==> src/hw/rtl/tllpp_pkg.sv <==
// ----------------------------------------------------------------------------
// tllpp_pkg
// Shared types and constants of the threshold least-load peer picker.
// ----------------------------------------------------------------------------
package tllpp_pkg;

   localparam int MAX_PEERS   = 512;
   localparam int IDX_W       = $clog2(MAX_PEERS);
   localparam int CNT_W       = $clog2(MAX_PEERS + 1);
   localparam int ACT_W       = 32;
   localparam int PEND_W      = 48;
   localparam int LEN_W       = 32;
   localparam int RND_W       = 31;
   localparam int PEER_W      = 9;
   localparam int NPEER_W     = 10;
   localparam logic [ACT_W-1:0] DEFAULT_THRESHOLD = 32'd24;

   localparam logic [1:0] STATUS_OK       = 2'd0;
   localparam logic [1:0] STATUS_NO_PEERS = 2'd1;
   localparam logic [1:0] STATUS_RANGE    = 2'd2;

   localparam logic FUNC_ASSIGN  = 1'b0;
   localparam logic FUNC_RELEASE = 1'b1;

   localparam logic CSR_THRESHOLD = 1'b0;
   localparam logic CSR_PEERS     = 1'b1;

   typedef enum logic [3:0] {
      ST_IDLE,
      ST_CLEAR,
      ST_MIN,
      ST_MOD,
      ST_SEL,
      ST_RMW_RD,
      ST_RMW_WR,
      ST_DONE
   } state_type;

   // divider control between the top level and the modulo unit
   typedef struct packed {
      logic            start;
      logic [RND_W-1:0] dividend;
      logic [CNT_W-1:0] divisor;
   } div_req_type;

   typedef struct packed {
      logic            done;
      logic [CNT_W-1:0] remainder;
   } div_rsp_type;

endpackage

==> src/hw/rtl/tllpp_mod.sv <==
// ----------------------------------------------------------------------------
// tllpp_mod
// Bit-serial remainder unit: one dividend bit per cycle, restoring form.
// ----------------------------------------------------------------------------
module tllpp_mod (
   input  logic                  clock,
   input  logic                  reset,
   input  tllpp_pkg::div_req_type req,
   output tllpp_pkg::div_rsp_type rsp
);
   import tllpp_pkg::*;

   localparam int STEP_W = $clog2(RND_W + 1);

   logic [RND_W-1:0] dvd_ff, dvd_in;
   logic [CNT_W-1:0] dvs_ff, dvs_in;
   logic [CNT_W:0]   rem_ff, rem_in;
   logic [STEP_W-1:0] step_ff, step_in;
   logic             busy_ff, busy_in;
   logic             done_ff, done_in;
   logic [CNT_W:0]   shifted;

   // one shift and conditional subtract per cycle
   always_comb begin
      dvd_in  = dvd_ff;
      dvs_in  = dvs_ff;
      rem_in  = rem_ff;
      step_in = step_ff;
      busy_in = busy_ff;
      done_in = 1'b0;
      shifted = {rem_ff[CNT_W-1:0], dvd_ff[RND_W-1]};
      if (req.start) begin
         dvd_in  = req.dividend;
         dvs_in  = req.divisor;
         rem_in  = '0;
         step_in = STEP_W'(RND_W);
         busy_in = 1'b1;
      end else if (busy_ff) begin
         dvd_in = {dvd_ff[RND_W-2:0], 1'b0};
         if (shifted >= {1'b0, dvs_ff}) rem_in = shifted - {1'b0, dvs_ff};
         else rem_in = shifted;
         step_in = step_ff - 1'b1;
         if (step_ff == STEP_W'(1)) begin
            busy_in = 1'b0;
            done_in = 1'b1;
         end
      end
   end

   always_ff @(posedge clock) begin
      if (reset) begin
         busy_ff <= 1'b0;
         done_ff <= 1'b0;
      end else begin
         busy_ff <= busy_in;
         done_ff <= done_in;
      end
      dvd_ff  <= dvd_in;
      dvs_ff  <= dvs_in;
      rem_ff  <= rem_in;
      step_ff <= step_in;
   end

   assign rsp.done      = done_ff;
   assign rsp.remainder = rem_ff[CNT_W-1:0];

endmodule

==> config.mk <==
export PLATFORM = sky130hd
export DESIGN_NAME = tllpp_mod
export DESIGN_NICKNAME = d
export VERILOG_FILES = /design/src/hw/rtl/tllpp_pkg.sv /design/src/hw/rtl/tllpp_mod.sv
export SDC_FILE = /design/constraint.sdc
export NUM_CORES = 1
export LEC_CHECK = 0
export BUFFER_PORTS_ARGS = -buffer_cell sky130_fd_sc_hd__buf_4
export CAP_MARGIN = 20
export CORE_ASPECT_RATIO = 1.75
export CORE_MARGIN = 4
export CORE_UTILIZATION = 55
export CTS_CLUSTER_SIZE = 24
export DETAILED_ROUTE_END_ITERATION = 8
export PLACE_DENSITY_LB_ADDON = 0.05
export RECOVER_POWER = 50
export SETUP_SLACK_MARGIN = 0.5
export SLEW_MARGIN = 20
export SYNTH_ARGS = -nofsm -noshare
export SYNTH_HDL_FRONTEND = slang
export SYNTH_SLANG_ARGS = --single-unit
export TNS_END_PERCENT = 100
==> constraint.sdc <==
create_clock -name clock -period 2.99 [get_ports clock]
set_clock_uncertainty 0.2 [all_clocks]
set_input_delay 0.897 -clock clock [delete_from_list [all_inputs] [get_ports clock]]
set_output_delay 0.897 -clock clock [all_outputs]
set_load 0.05 [all_outputs]
Word level (Yosys, flattened, before mapping)
Index checks and enable logic that the tools add are counted.
Widths: inputs -> output; s select.
{ "word_totals": {"n_memories": 0, "latchBits": 0, "mem_bits_rw": 0, "mem_bits_ro": 0, "in_bits": 44, "ff_bits": 58, "out_inout_bits": 11} }
{ "classes": {"n_shift": 0, "eq_ne": 1, "bitwise": 1, "n_lt_le_gt_ge": 1, "reduce_logical": 2, "muxes": 7, "n_div": 0, "n_mul": 0, "addsub": 2} }
{ "op_table": {"columns": ["op", "n"], "rows": [
  ["$mux 31", 2],
  ["$ge 11x10->1", 1],
  ["$mux 10", 1],
  ["$sub 10x10->10", 1],
  ["$eq 5x1->1 const B", 1],
  ["$sub 5x1->5 const B", 1],
  ["$mux 1", 4],
  ["$reduce_or 3->1", 1],
  ["$reduce_bool 2->1", 1],
  ["$not 1->1", 1]
]} }

Logic depth before layout (Yosys ltp)
{ "logic_depth": {"depth_word": 4, "mapped_depth": 10} }

Worst setup path after synthesis
OpenSTA, ideal clock, no wires.
{ "synth_timing": {"path_type": "register to register", "startpoint": "register rem_ff[1]", "endpoint": "register rem_ff[1]", "n_path_buf": 1, "required_ps": 2704, "t_arrival_ps": 2375, "period_less_slack_ps": 2660, "setup_time_ps": 86, "path_stages_with_launch": 9, "setup_slack_ps": 330, "cell_sequence": "dfxtp_1 -> ha_1 -> o211ai_2 -> a21oi_2 -> o41ai_2 -> a41oi_2 -> buf_4 -> mux2i_1 -> a211oi_1"} }
{ "synth_via": {"elab_chain_cells": 2} }
{ "synth_rtl": {"columns": ["element", "line_no", "text"], "rows": [
  ["from (decl)", "tllpp_mod.sv:17", "logic [CNT_W:0] rem_ff, rem_in;"],
  ["from (signal assigned)", "tllpp_mod.sv:60", "rem_ff <= rem_in;"],
  ["$ge 11x10->1", "tllpp_mod.sv:40", "if (shifted >= {1'b0, dvs_ff}) rem_in = shifted - {1'b0, dvs_ff};"],
  ["$mux 10", "tllpp_mod.sv:40", null]
]} }
Every way passes these cells.
A chain may end at the register's enable or synchronous reset.

Worst setup path after layout
{ "layout_timing": {"startpoint": "input req[41] (netlist name)", "endpoint": "register dvd_ff[28] (data pin)"} }
{ "layout_via": {"elab_chain_cells": 1} }
{ "layout_rtl": {"columns": ["element", "line_no", "text"], "rows": [
  ["from (decl)", "tllpp_mod.sv:8", "input tllpp_pkg::div_req_type req,"],
  ["$mux 31", "tllpp_mod.sv:32", "if (req.start) begin"],
  ["via dvd_in[28]", "tllpp_mod.sv:15", "logic [RND_W-1:0] dvd_ff, dvd_in;"],
  ["to (signal assigned)", "tllpp_mod.sv:58", "dvd_ff <= dvd_in;"],
  ["to (decl)", "tllpp_mod.sv:15", null]
]} }
The timed path passes the listed nets, and every way through them passes these cells.

==> out/qor.csv <==
stage,metric,value,unit
cts,post-cts hold buffer count,0,
min_path,Hold WC Path Type,reg2reg,
sta,Slew headroom,43.7,%
floorplan,Die X,62.4,um
finish,share of cells above drive strength 1,41.2,%
logic_synthesis,Seq cells post-synth,58,
floorplan,CORE AREA,4980,um^2
finish,final instance area,3530,um^2
grt,largest net degree at the start of global routing,32,
cts,"CTS clk-pin slew, worst paths",0.06,ns
finish,number of diodes,0,
cts,Clock Latency Late Sink,0.33,ns
sta,worst-margin pin slew,0.845,ns
sta,Max Freq,408,MHz
sta,final hold violation count,0,
routing,vias per inst,5.55,
sta,Final Cycle Share,81.9,%
grt,global-route wire length before repair,8.87,mm
floorplan,initial core utilization,57.2,%
power,Static Leak,1.41,nW
sta,"Setup violations, final",0,
worst_setup_path,Startpoint Class,primary input,
logic_synthesis,"Distinct cells, synth",44,
routing,drc violations,0,
sta,RSZ-0062 raised after global routing,false,
sta,post-layout min period,2.45,ns
routing,DR vias,1944,
run,count of max-cap constraint violations,0,
cts,Clock Sinks,58,
power,PwrDens,550,nW/um^2
worst_setup_path,"Max stage delay cell, worst path",clkbuf_1,
placed_design,placed wire-length estimate,3.94,mm
routing,WL final,5.50,mm
logic_synthesis,synthesized cell area,2850,um^2
cts,clock buffer depth,2,
finish,Layout Nets,348,
worst_setup_path,FF-to-FF Start,dvs_ff[1],
routing,DR WL/cell,15.7,um
placed_design,I/O Buffers,54,
floorplan,Die H,103,um
status,status,"complete, no violations",
floorplan,die area,6440,um^2
grt,GRT overflow,0,
logic_synthesis,post-synthesis cell count,226,
worst_setup_path,worst setup path category,in2reg,
cts,Num CTS Buffers,9,
logic_synthesis,Synth Flop Type,edfxtp_1,
logic_synthesis,Syn. warnings,0,
floorplan,row count,34,
placed_design,dpl cell area,3310,um^2
logic_synthesis,sequential share of the synthesized area,55.2,%
routing,Detailed Route Iter0 Violations,86,
min_path,hold path startpoint,rem_ff[3],
worst_setup_path,worst setup path start,req[41],
cts,# H-tree levels,3,
routing,Routed Antenna Nets,0,
worst_setup_path,Worst Setup End Kind,flop,
logic_synthesis,Post-synth ARST share,0,%
placed_design,gpl congestion,0.867,
worst_setup_path,CP Max Fanout,28,
logic_synthesis,Syn Area/Cell,12.6,um^2
worst_setup_path,Worst Path Required,2.87,ns
grt,gr usage total,18.0,%
worst_setup_path,"slowest stage delay, CP",0.69,ns
cts,root buf cell,clkbuf_8,
worst_setup_path,crit path DAT,2.32,ns
floorplan,I/O pins,55,
sta,TNS Setup,0,ns
worst_setup_path,FF-to-FF setup slack,0.61,ns
finish,Final Util,70.9,%
logic_synthesis,number of flops mapped to enable cells by yosys,41,
routing,DR pass1 iterations,4,
power,VDD IR max,493,uV
cts,CTS tree,built,
finish,Synth-to-Final Area Change,24.0,%
grt,initial antenna violation count,0,
logic_synthesis,Mapped Nets,283,
sta,"Slew Viols, Final",0,
grt,vias in the first global route,1935,
worst_setup_path,"Cell Chain, Critical Path",buf_4 -> clkbuf_1 -> mux2_2,
-- path summary, 6_finish.rpt --
path,endpoint,depth (start not counted)
min reg2reg,rem_ff[3],2
max reg2reg,rem_ff[7],9
max,dvd_ff[28],3
min,rem_ff[3],2
-- layer usage --
metal / vias to the layer above / routed length, um / track usage, %
met5: - / 0 / 0
met4: 0 / 142 / 10.8
met3: 11 / 265 / 4.80
met2: 51 / 3040 / 31.3
met1: 935 / 2060 / 19.4
li1: 947 / - / -
-- metrics by stage --
step | setup WS, ns | power, mW | std cells | hold slack (ns)
5_1_grt | 0.423 | 2.04 | 350 | 0.300
6_report | 0.541 | 1.94 | 350 | 0.274
3_5_place_dp | 0.426 | 1.33 | 330 | 0.267
4_1_cts | 0.516 | 1.95 | 347 | 0.276
2_1_floorplan | 0.524 | 1.21 | 226 | 0.270
3_3_place_gp | 0.510 | 1.32 | 330 | 0.265
-- cell families after synthesis --
group	Yosys count	share of synthesized area, %
buf+inv	27	4.26
flops	58	55.2
mux	36	14.0
compound gates	34	9.10
simple gates	48	8.35
xor+xnor	10	3.08
fa+ha+maj	13	5.98
-- layout make-up --
| class | instances | area, um^2 |
|---|---|---|
| multi-input combinational | 141 | 1190 |
| tap | 54 | 67.6 |
| sequential | 58 | 1580 |
| clock buffer | 13 | 149 |
| timing repair buffer | 64 | 462 |
| fill | 387 | 1450 |
| inverter | 17 | 63.8 |
| clock inverter | 3 | 16.3 |
-- cells in the final DEF (no fill, tap or decap), types with 2 or more instances in the layout --
cell type	synthesis	final
buf_4	5	47
edfxtp_1	41	41
mux2_2	30	30
inv_1	17	17
nor2_1	14	14
nand2_1	12	12
dfxtp_1	17	12
clkbuf_8	0	10
clkbuf_4	0	10
clkbuf_1	4	9
nand2b_1	8	8
ha_1	12	8
xnor2_1	7	7
o21ai_0	6	6
mux2i_1	5	5
dfxtp_2	0	5
a21oi_1	6	4
o21ai_1	4	4
a21oi_2	1	3
nor3_1	3	3
a211oi_1	3	3
xor2_1	3	3
ha_2	0	3
nand4_1	2	2
a211oi_2	2	2
nor3b_1	2	2
-- worst max-delay path, delay by kind of cell --
family	cells	cell delay [ns]
muxes	1	0.42
buffers and inverters	2	0.99
-- power breakdown --
group          switching (mW)  internal (mW)
Sequential             0.0292          0.942
Combinational           0.179          0.170
Clock                   0.300          0.320
-- flip-flops by register name, summed over array words and instances, names as in the netlist --
name	flops
busy_ff	1
dvd_ff	31
rem_ff	10
done_ff	1
dvs_ff	10
step_ff	5
-- cell usage after synthesis (all sizes together), types with 2 or more instances --
| cell | count | area share [%] |
|---|---|---|
| xor2 | 3 | 0.92 |
| mux2 | 31 | 12 |
| ha | 12 | 5.3 |
| buf | 6 | 1.5 |
| xnor2 | 7 | 2.2 |
| nand2b | 8 | 1.8 |
| nand2 | 12 | 1.6 |
| a31o | 2 | 0.62 |
| nand4 | 2 | 0.44 |
| a211oi | 5 | 1.7 |
| dfxtp | 17 | 12 |
| o21ai | 10 | 1.8 |
| clkbuf | 4 | 0.53 |
| mux2i | 5 | 1.8 |
| edfxtp | 41 | 43 |
| a21oi | 7 | 1.4 |
| nor3b | 2 | 0.53 |
| and2 | 2 | 0.48 |
| nor2 | 14 | 1.8 |
| inv | 17 | 2.2 |
| nor3 | 3 | 0.53 |
-- repair_timing --
| item | 4_1_cts | 5_1_grt |
|---|---|---|
| setup buffers | 1 | 2 |
| gates resized for setup | 2 | 8 |
| pin swaps | 1 | 5 |
| setup endpoints to repair | 2 | 6 |
| cloned | 0 | 1 |
No activity file was read; power rests on OpenSTA's default activity.
